--- src/cfd_pkg.sv ---
// Shared types, constants and the CRC-8 byte update for the sensor frame decoder.
// No dependencies; every other file of the block imports this package.
package cfd_pkg;

    localparam int unsigned BYTE_W   = 8;
    localparam int unsigned POS_W    = 4;
    localparam int unsigned SHIFT_W  = 48;
    localparam int unsigned CONC_W   = 32;
    localparam int unsigned TEMP_W   = 16;
    localparam int unsigned STATUS_W = 2;

    localparam logic [BYTE_W-1:0] CRC_INIT = 8'hFF;
    localparam logic [BYTE_W-1:0] CRC_POLY = 8'h31;
    localparam logic [BYTE_W-1:0] CRC_TOP  = 8'h80;

    // Frame byte positions: the first byte, check bytes of words 0..2, and the last byte.
    localparam logic [POS_W-1:0] POS_FIRST = 4'd0;
    localparam logic [POS_W-1:0] POS_CHK0  = 4'd2;
    localparam logic [POS_W-1:0] POS_CHK1  = 4'd5;
    localparam logic [POS_W-1:0] POS_CHK2  = 4'd8;
    localparam logic [POS_W-1:0] POS_LAST  = POS_CHK2;

    // Frame status codes.
    localparam logic [STATUS_W-1:0] STATUS_OK    = 2'd0;
    localparam logic [STATUS_W-1:0] STATUS_WORD0 = 2'd1;
    localparam logic [STATUS_W-1:0] STATUS_WORD1 = 2'd2;
    localparam logic [STATUS_W-1:0] STATUS_WORD2 = 2'd3;

    typedef struct packed {
        logic [BYTE_W-1:0] rx_byte;
        logic              frame_start;
    } item_t;

    typedef struct packed {
        logic [CONC_W-1:0]        concentration_raw;
        logic signed [TEMP_W-1:0] temperature_raw;
        logic [STATUS_W-1:0]      frame_status;
    } result_t;

    // MSB-first CRC-8 update of one byte, unrolled to an XOR network.
    function automatic logic [BYTE_W-1:0] crc8_byte(input logic [BYTE_W-1:0] crc,
                                                    input logic [BYTE_W-1:0] data);
        logic [BYTE_W-1:0] c;
        c = crc ^ data;
        for (int i = 0; i < BYTE_W; i++) begin
            if ((c & CRC_TOP) != '0)
                c = {c[BYTE_W-2:0], 1'b0} ^ CRC_POLY;
            else
                c = {c[BYTE_W-2:0], 1'b0};
        end
        return c;
    endfunction

endpackage

--- src/cfd_in_stage.sv ---
// Input register of the frame decoder: holds one accepted byte transaction.
// Depends on cfd_pkg.
module cfd_in_stage (
    input  logic           clk,
    input  logic           rst_n,
    input  logic           rx_valid,
    output logic           rx_ready,
    input  cfd_pkg::item_t item_in,
    input  logic           fire,
    output logic           stage_valid,
    output cfd_pkg::item_t stage_item
);
    import cfd_pkg::*;

    logic  valid_reg;
    logic  valid_next;
    item_t item_reg;
    logic  load;

    assign rx_ready    = !valid_reg || fire;
    assign load        = rx_valid && rx_ready;
    assign valid_next  = load ? 1'b1 : (fire ? 1'b0 : valid_reg);
    assign stage_valid = valid_reg;
    assign stage_item  = item_reg;

    always_ff @(posedge clk or negedge rst_n)
    begin
        if (!rst_n)
            valid_reg <= 1'b0;
        else
            valid_reg <= valid_next;
    end

    always_ff @(posedge clk)
    begin
        if (load)
            item_reg <= item_in;
    end

endmodule

--- src/cfd_frame_core.sv ---
// Frame state of the decoder: byte position, per-word CRC, data shift and first error.
// Depends on cfd_pkg.
module cfd_frame_core (
    input  logic             clk,
    input  logic             rst_n,
    input  logic             fire,
    input  cfd_pkg::item_t   item,
    output logic             has_result,
    output cfd_pkg::result_t result
);
    import cfd_pkg::*;

    logic [POS_W-1:0]    pos_reg,   pos_next;
    logic [BYTE_W-1:0]   crc_reg,   crc_next;
    logic [SHIFT_W-1:0]  shift_reg, shift_next;
    logic [STATUS_W-1:0] err_reg,   err_next;

    logic [POS_W-1:0]    pos;
    logic [BYTE_W-1:0]   crc_base;
    logic [SHIFT_W-1:0]  shift_base;
    logic [STATUS_W-1:0] err_base;
    logic [STATUS_W-1:0] word_code;
    logic                restart;
    logic                is_check;
    logic [SHIFT_W-1:0]  shift_upd;
    logic [STATUS_W-1:0] err_upd;

    // A frame start, or a position past the end, begins a fresh frame.
    assign restart    = item.frame_start || (pos_reg > POS_LAST);
    assign pos        = restart ? POS_FIRST : pos_reg;
    assign crc_base   = restart ? CRC_INIT : crc_reg;
    assign shift_base = restart ? '0 : shift_reg;
    assign err_base   = restart ? STATUS_OK : err_reg;
    assign is_check   = pos inside {POS_CHK0, POS_CHK1, POS_CHK2};

    always_comb
    begin
        case (pos)
            POS_CHK0: word_code = STATUS_WORD0;
            POS_CHK1: word_code = STATUS_WORD1;
            POS_CHK2: word_code = STATUS_WORD2;
            default:  word_code = STATUS_OK;
        endcase
    end

    always_comb
    begin
        if (is_check) begin
            shift_upd = shift_base;
            err_upd   = ((item.rx_byte != crc_base) && (err_base == STATUS_OK))
                        ? word_code : err_base;
        end
        else begin
            shift_upd = {shift_base[SHIFT_W-BYTE_W-1:0], item.rx_byte};
            err_upd   = err_base;
        end
    end

    always_comb
    begin
        pos_next   = pos_reg;
        crc_next   = crc_reg;
        shift_next = shift_reg;
        err_next   = err_reg;
        if (fire) begin
            if (pos == POS_LAST) begin
                pos_next   = POS_FIRST;
                crc_next   = CRC_INIT;
                shift_next = '0;
                err_next   = STATUS_OK;
            end
            else begin
                pos_next   = pos + 1'b1;
                crc_next   = is_check ? CRC_INIT : crc8_byte(crc_base, item.rx_byte);
                shift_next = shift_upd;
                err_next   = err_upd;
            end
        end
    end

    assign has_result               = (pos == POS_LAST);
    assign result.concentration_raw = shift_upd[SHIFT_W-1:SHIFT_W-CONC_W];
    assign result.temperature_raw   = signed'(shift_upd[TEMP_W-1:0]);
    assign result.frame_status      = err_upd;

    always_ff @(posedge clk or negedge rst_n)
    begin
        if (!rst_n) begin
            pos_reg   <= POS_FIRST;
            crc_reg   <= CRC_INIT;
            shift_reg <= '0;
            err_reg   <= STATUS_OK;
        end
        else begin
            pos_reg   <= pos_next;
            crc_reg   <= crc_next;
            shift_reg <= shift_next;
            err_reg   <= err_next;
        end
    end

endmodule

--- src/cfd_out_reg.sv ---
// Result register of the frame decoder, drives the result channel.
// Depends on cfd_pkg.
module cfd_out_reg (
    input  logic             clk,
    input  logic             rst_n,
    input  logic             load,
    input  cfd_pkg::result_t result_in,
    output logic             out_free,
    output logic             res_valid,
    input  logic             res_ready,
    output cfd_pkg::result_t result_out
);
    import cfd_pkg::*;

    logic    valid_reg;
    logic    valid_next;
    result_t result_reg;

    assign out_free   = !valid_reg || res_ready;
    assign valid_next = load ? 1'b1 : (res_ready ? 1'b0 : valid_reg);
    assign res_valid  = valid_reg;
    assign result_out = result_reg;

    always_ff @(posedge clk or negedge rst_n)
    begin
        if (!rst_n)
            valid_reg <= 1'b0;
        else
            valid_reg <= valid_next;
    end

    always_ff @(posedge clk)
    begin
        if (load)
            result_reg <= result_in;
    end

endmodule

--- src/crc8_checked_sensor_frame_decoder_unit.sv ---
// Sensor frame decoder: 9-byte response in, one checked result per frame out.
// Instantiates cfd_in_stage, cfd_frame_core and cfd_out_reg; depends on cfd_pkg.
//
// The block takes a sensor response one byte transaction at a time on the rx
// channel. A frame is 9 bytes: three big-endian 16-bit words, each followed by
// a CRC-8 byte (poly 0x31, init 0xFF, MSB first, no reflection, no final XOR),
// with the CRC restarted for every word. After the ninth byte one result
// transaction carries concentration_raw (words 0 and 1, high word first),
// temperature_raw (word 2, signed) and frame_status (0 = all good, 1/2/3 = word
// 0/1/2 was the first to fail). The values are only meaningful when the status
// is 0. A byte flagged with frame_start drops any partial frame and is taken
// as byte 0; without it, frames simply follow each other. Rate: one byte per
// clock. A byte is held in the input register while the CRC update and frame
// bookkeeping are done combinationally on it; as the byte that ends a frame
// leaves the input register, its result is loaded into the output register,
// which raises res_valid. The output register lets input continue while a
// result waits; the rx side only stalls when a held input byte needs the
// output register and the result there has not been taken.

module crc8_checked_sensor_frame_decoder_unit (
    input  logic                                 clk,
    input  logic                                 rst_n,
    // byte input channel
    input  logic                                 rx_valid,
    output logic                                 rx_ready,
    input  logic [cfd_pkg::BYTE_W-1:0]           rx_byte,
    input  logic                                 frame_start,
    // result channel
    output logic                                 res_valid,
    input  logic                                 res_ready,
    output logic [cfd_pkg::CONC_W-1:0]           concentration_raw,
    output logic signed [cfd_pkg::TEMP_W-1:0]    temperature_raw,
    output logic [cfd_pkg::STATUS_W-1:0]         frame_status
);
    import cfd_pkg::*;

    item_t   item_in;
    item_t   stage_item;
    logic    stage_valid;
    logic    stage_fire;
    logic    has_result;
    logic    out_free;
    result_t core_result;
    result_t out_result;

    assign item_in.rx_byte     = rx_byte;
    assign item_in.frame_start = frame_start;

    // A held byte that ends a frame waits until the result register can take
    // its result; every other byte advances at once.
    assign stage_fire = stage_valid && (!has_result || out_free);

    cfd_in_stage u_in_stage (
        .clk         (clk),
        .rst_n       (rst_n),
        .rx_valid    (rx_valid),
        .rx_ready    (rx_ready),
        .item_in     (item_in),
        .fire        (stage_fire),
        .stage_valid (stage_valid),
        .stage_item  (stage_item)
    );

    cfd_frame_core u_core (
        .clk        (clk),
        .rst_n      (rst_n),
        .fire       (stage_fire),
        .item       (stage_item),
        .has_result (has_result),
        .result     (core_result)
    );

    cfd_out_reg u_out_reg (
        .clk        (clk),
        .rst_n      (rst_n),
        .load       (stage_fire && has_result),
        .result_in  (core_result),
        .out_free   (out_free),
        .res_valid  (res_valid),
        .res_ready  (res_ready),
        .result_out (out_result)
    );

    assign concentration_raw = out_result.concentration_raw;
    assign temperature_raw   = out_result.temperature_raw;
    assign frame_status      = out_result.frame_status;

endmodule

--- config.mk ---
export PLATFORM = sky130hd
export DESIGN_NAME = crc8_checked_sensor_frame_decoder_unit
export DESIGN_NICKNAME = d
export VERILOG_FILES = /design/src/cfd_pkg.sv /design/src/cfd_in_stage.sv /design/src/cfd_frame_core.sv /design/src/cfd_out_reg.sv /design/src/crc8_checked_sensor_frame_decoder_unit.sv
export SDC_FILE = /design/constraint.sdc
export NUM_CORES = 1
export LEC_CHECK = 0
export BUFFER_PORTS_ARGS = -buffer_cell sky130_fd_sc_hd__buf_4
export CORE_AREA = 2 2 113 115
export DETAILED_ROUTE_END_ITERATION = 7
export DIE_AREA = 0 0 115 117
export MAX_ROUTING_LAYER = met4
export PLACE_DENSITY = 0.67
export SETUP_SLACK_MARGIN = 0.1
export SLEW_MARGIN = 20
export SYNTH_ARGS = -nofsm -noshare
export SYNTH_HDL_FRONTEND = slang
export SYNTH_SLANG_ARGS = --single-unit
--- constraint.sdc ---
create_clock -name clk -period 5.9 [get_ports clk]
set_input_delay 0.295 -clock clk [delete_from_list [all_inputs] [get_ports clk]]
set_output_delay 0.295 -clock clk [all_outputs]
set_load 0.02 [all_outputs]
==> out/qor.yml, run 1 <==
cells_and_area:
  largest_reg_flops: 50
  final-instance-count-excl-fill: 684
  syn_to_final_growth_pct: 19.48
  fill_cells: 1043
  diodes: 0
  drive_above_1_share_pct: 21.54
  final_common_cell: "nand2_1"
  nets: 536
  layout_common_cells: "93 x nand2_1, 69 x buf_4, 59 x edfxtp_1, 56 x a22o_1, 56 x dfrtp_1"
global_routing:
  grt_usage_pct: 19.67
  grt_pass1_wl_microns: 19420
  antenna_found_initial: 0
  grt_max_degree: 65
  first_global_vias: 3731
  gr-total-overflow: 0
synthesis:
  ys_seq_area_share_pct: 60.47
  synth.ff_latch_count: 123
  syn-instance-count: 466
  yosysUniqueCellTypes: 48
  avgSynthCellArea_sq_um: 12.01
  synth_warnings: 0
  synth_nets: 481
  netlist_area_sq_um: 5595
setup_path:
  required_ns: 6.20
  ff2ff_setup_slack_ns: 2.04
  path_class: "reg -> reg"
  crit_path_max_incr_delay_ns: 0.58
  cp.arrival_ns: 4.16
  r2r-start: "u_core.pos_reg[3]"
  cp_max_fo: 40
  cp.buffers_inverters: 2
  reg2regPathDepth: 11
  path_cells: "o31a_1 -> nor2_1 -> nand2_1 -> ha_1 -> nand4bb_4 -> a211o_1 -> nand2_1 -> buf_4 -> nor2_2 -> buf_4 -> a22o_1"
  cpMaxStageDelayCell: "dfrtp_1"
  worstReg2RegEnd: "u_core.shift_reg[24]"
  end_kind: "flop"
  critPathLaunchType: "flop"
  startpoint: "u_core.pos_reg[3]"
  crit_family: "simple AND/OR/NAND/NOR gates"
placement:
  place_congestion: 0.8955
  dp.cells: 651
  port_buffers: 64
  dp_hpwl_microns: 7526
cts:
  clk_pin_slew_worst_paths_ns: 0.05
  ctsRootBufferMaster: "clkbuf_16"
  htreeDepth: 4
  cts_resized: 0
  clk_latency_ns: 0.42
  cts_tree: "done"
  clockBufferDepth: 2
  cts_made_buffers: 17
  cts_num_sinks: 123
drt:
  ant_nets: 0
  vias: 3906
  firstDrtPassIters: 5
  viasPerCell: 5.711
  drt_iter0_drc: 271
  wl_per_cell_microns: 17.35
  wl_microns: 11860
  drc_errors: 0
timing:
  setup_viol: 0
  final.setup_skew_ns: 0.005183
  max_freq_ghz: 0.2592
  finalMaxSlewViolations: 0
  slew-limit-headroom_pct: 45.23
  hold_viol: 0
  min_period_over_period_pct: 65.39
  rsz0062_at_grt: "false"
  min_period_ns: 3.858
  worst_pin_slew_ns: 0.8215
  setup_tns_ns: 0
floorplan:
  die-width_microns: 115
  dieArea_sq_um: 13460
  io_pins: 65
  num_rows: 41
  start_util_pct: 45.45
  core_area_sq_um: 12310
  die_h_microns: 117
pwr:
  powerDensity_nw_per_um2: 378.9
  power_mw: 2.533
  leakage_nw: 2.622
  peakVddDrop_v: 0.0002413
job:
  maxCapViolCount: 0
hold_path:
  hold_depth: 1
  hold_end: "u_in_stage.stage_item[0]"
  min_path_type: "in -> reg"
  worstHoldStart: "frame_start"
status:
  status: "finished clean"
synthesized netlist by cell type, drive strengths merged:
library cell,instances,area share (%)
nor4,1,0.22
a32o,1,0.18
xnor2,11,1.9
o2111ai,1,0.16
or4bb,4,0.80
dfrtp,56,25
inv,3,0.20
o21a,1,0.13
o31a,1,0.16
nand3b,1,0.13
mux2,1,0.20
a31oi,1,0.11
a22o,56,8.8
nand4bb,1,0.49
xor3,3,1.3
edfxtp,59,32
xor2,6,0.94
ha,2,0.45
a211oi,1,0.13
nand2b,4,0.45
a211o,1,0.16
a21oi,53,4.7
o31ai,10,1.7
and2,2,0.22
nor2,16,1.1
o21ai,11,1.3
buf,24,2.8
nand3,2,0.18
and4b,1,0.18
xnor3,4,1.6
or3,2,0.22
a21boi,1,0.13
a32oi,4,0.63
nand2,93,6.2
dfstp,8,3.8
nor3,8,0.89
clkbuf,12,0.80
layer usage:
metal  vias to the layer above  wire, microns  GRT usage [%]
li1                       1813              -              -
met3                        19            633          4.789
met2                       130           5851          29.29
met4                         0            261          9.639
met5                         -              0              -
met1                      1944           5119          25.42
cells by family (layout without fill, tap and decap cells):
| family | after synthesis | in the layout | synth area share [%] |
|---|---|---|---|
| AOI/OAI and AO/OA | 142 | 142 | 18.22 |
| xor gates and xnor gates | 24 | 24 | 5.680 |
| adders and majority gates | 2 | 2 | 0.4472 |
| buffers and inverters | 39 | 107 | 3.824 |
| DFF | 123 | 123 | 60.47 |
| muxes | 1 | 1 | 0.2012 |
| and+or+nand+nor | 135 | 135 | 11.16 |
where the power goes:
| group | leakage (nW) | internal [mW] | switching (mW) | total [mW] |
|---|---|---|---|---|
| combinational | 1.03 | 0.264 | 0.240 | 0.505 |
| clock | 0.246 | 0.564 | 0.349 | 0.913 |
| sequential | 1.35 | 1.00 | 0.115 | 1.12 |
how the worst max path moves through the flow:
stage / slack (ns) / depth (start not counted) / to
floorplan: 1.20 / 11 / u_out_reg.result_out[0]
global placement: 1.97 / 9 / u_out_reg.result_out[4]
finish: 2.04 / 11 / u_core.shift_reg[24]
global route: 1.70 / 11 / u_core.shift_reg[37]
detailed placement: 2.02 / 10 / u_out_reg.result_out[26]
CTS: 2.01 / 10 / u_out_reg.result_out[26]
repair_timing:
action	CTS	global route
endpoints found under the setup margin	0	0
buffers inserted	0	0
hold endpoints to repair	1	0
hold buffers	1	0
worst reg2reg max path, delay by kind of cell (launching register included):
family	cells	cell delay, ns
buf+inv	2	0.68
flops	1	0.58
compound gates	3	1.05
simple gates	5	1.18
fa+ha+maj	1	0.25
per-stage QoR:
step	hold WS, ns	setup slack, ns	instance area [sq um]	utilization [%]
detailed placement	0.4471	2.021	6156	50.00
global placement	0.4375	1.967	6108	49.61
finish	0.05219	2.042	6685	54.30
floorplan	-0.0005911	1.200	5595	-
global route	0.03901	1.701	6685	54.30
CTS	0.03609	2.014	6684	54.29
layout make-up:
class | count | area [sq um] | share of cell area, %
clock inverter | 12 | 81.33 | 1.217
multi-input combinational | 304 | 2009 | 30.06
timing repair buffer | 72 | 575.6 | 8.609
sequential | 123 | 3383 | 50.61
tap | 150 | 187.7 | 2.807
clock buffer | 20 | 436.7 | 6.532
inverter | 3 | 11.26 | 0.1684
Note: power is estimated with default switching activity, not from simulation.
==> run 2, diff against run 1 <==
PLACE_DENSITY = 0.7   (was 0.67)
clock period = 3.5 ns   (was 5.9 ns; I/O delays follow)
==> out/qor.yml, run 2 (synthesis gave the netlist of run 1 again) <==
drt:
  vias: 3926
  wl_per_cell_microns: 17.36
  firstDrtPassIters: 4
  ant_nets: 0
  wl_microns: 12170
  drt_iter0_drc: 267
  drc_errors: 0
  viasPerCell: 5.601
floorplan:
  start_util_pct: 45.45
  dieArea_sq_um: 13460
  die-width_microns: 115
  core_area_sq_um: 12310
  num_rows: 41
  io_pins: 65
  die_h_microns: 117
timing:
  final.setup_skew_ns: 0.009393
  worst_pin_slew_ns: 0.8211
  slew-limit-headroom_pct: 45.26
  setup_tns_ns: 0
  min_period_ns: 3.054
  rsz0062_at_grt: "false"
  setup_viol: 0
  max_freq_ghz: 0.3274
  hold_viol: 0
  min_period_over_period_pct: 87.26
  finalMaxSlewViolations: 0
pwr:
  p_sw_mw: 1.218
  leakage_nw: 2.767
  cellInternalPower_mw: 3.297
  power_frac_seq_pct: 41.3
  peakVddDrop_v: 0.0003022
  clkPwrFrac_pct: 38.8
  switching_share_pct: 26.97
  powerDensity_nw_per_um2: 648.1
  pwr-share-comb_pct: 19.9
  power_mw: 4.515
cells_and_area:
  regArea_sq_um: 3383
  syn_to_final_growth_pct: 24.49
  multiInputGateArea_sq_um: 2008
  fill_cells: 1009
  layout_common_cells: "93 x nand2_1, 73 x buf_4, 59 x edfxtp_1, 56 x a22o_1, 56 x dfrtp_1"
  drive_above_1_share_pct: 23.41
  diodes: 0
  nets: 553
  final_common_cell: "nand2_1"
  largest_reg_flops: 50
status:
  status: "finished clean"
cts:
  htreeDepth: 4
  cts_resized: 0
  cts_made_buffers: 17
  clk_pin_slew_worst_paths_ns: 0.05
  clockBufferDepth: 2
  clk_latency_ns: 0.42
  cts_hold_buf: 11
  cts_tree: "done"
  cts_setup_buffers: 0
  ctsRootBufferMaster: "clkbuf_16"
  cts_num_sinks: 123
global_routing:
  grt_max_degree: 65
  gr-total-overflow: 0
  grt_usage_pct: 20.29
  first_global_vias: 3881
  grt_pass1_wl_microns: 20130
  antenna_found_initial: 0
setup_path:
  path_class: "reg -> out"
  required_ns: 3.32
  cp_max_fo: 10
  end_kind: "output port"
  r2r-start: "u_core.pos_reg[1]"
  cp.arrival_ns: 2.88
  critPathLaunchType: "flop"
  startpoint: "u_core.pos_reg[3]"
placement:
  dp_hpwl_microns: 7705
  port_buffers: 64
  place_congestion: 0.8220
hold_path:
  worstHoldStart: "res_ready"
  min_path_type: "in -> reg"
job:
  maxCapViolCount: 0
-- run 2: cell count changes in the layout (fill, tap and decap cells not counted), sizes merged --
cell / delta
dlygate4sd3: +10
buf: +7
clkbuf: +6
clkinv: -4
clkinvlp: -2
bufinv: -1
inv: +1
-- run 2: power groups by stage --
| stage | registers, mW | clock network (mW) | logic, mW |
|---|---|---|---|
| final | 1.86 | 1.75 | 0.899 |
| after global routing | 1.89 | 1.85 | 0.993 |
| after CTS | 1.86 | 1.78 | 0.913 |
| after detailed placement | 1.88 | 0 | 0.900 |
| after global placement | 1.88 | 0 | 0.882 |
| after floorplan | 1.81 | 0 | 0.760 |
-- run 2: routing by layer --
| layer | routed length (microns) | GRT usage [%] | vias to the layer above |
|---|---|---|---|
| met1 | 5197 | 25.30 | 1962 |
| met2 | 6332 | 33.14 | 91 |
| met4 | 135 | 6.345 | 0 |
| met5 | 0 | - | - |
| li1 | - | - | 1856 |
| met3 | 505 | 4.789 | 17 |
-- run 2: layout make-up --
class,count,area share [%]
Clock inverter,6,0.6107
Tap cell,150,2.694
Multi-Input combinational cell,304,28.83
Sequential cell,123,48.57
Inverter,3,0.1617
Clock buffer,26,8.245
Timing Repair Buffer,89,10.89
-- run 2: worst paths after layout --
| kind | endpoint | slack, ns | cells after the start |
|---|---|---|---|
| min in group asynchronous | u_core.pos_reg[1] | 0.40 | 2 |
| worst min register to register | u_core.crc_reg[3] | 0.50 | 2 |
| max in group asynchronous | u_core.shift_reg[47] | 2.57 | 2 |
| worst max register to register | u_core.shift_reg[7] | 0.61 | 9 |
| worst min-delay path | u_out_reg.res_valid | 0.23 | 3 |
| worst max-delay path | rx_ready | 0.45 | 8 |
-- run 2: worst max-delay path, stage by stage, from the launching register on --
cell,delay (ns)
dfrtp_1,0.57
o31a_1,0.24
nor2_1,0.08
nand2_1,0.11
ha_1,0.23
nand4bb_4,0.14
or3_1,0.49
or3_1,0.43
buf_4,0.18
-- run 2: metrics by stage --
stage	area, sq um	hold slack [ns]	setup slack, ns	util [%]	std cells
after floorplan	5603	-0.1206	0.1614	-	466
after global placement	6238	0.3185	0.7302	50.67	658
after detailed placement	6238	0.3377	0.6227	50.67	658
after CTS	6965	0.2133	0.4378	56.58	701
after global routing	6965	0.2701	0.2679	56.58	701
final	6965	0.2297	0.4457	56.58	701
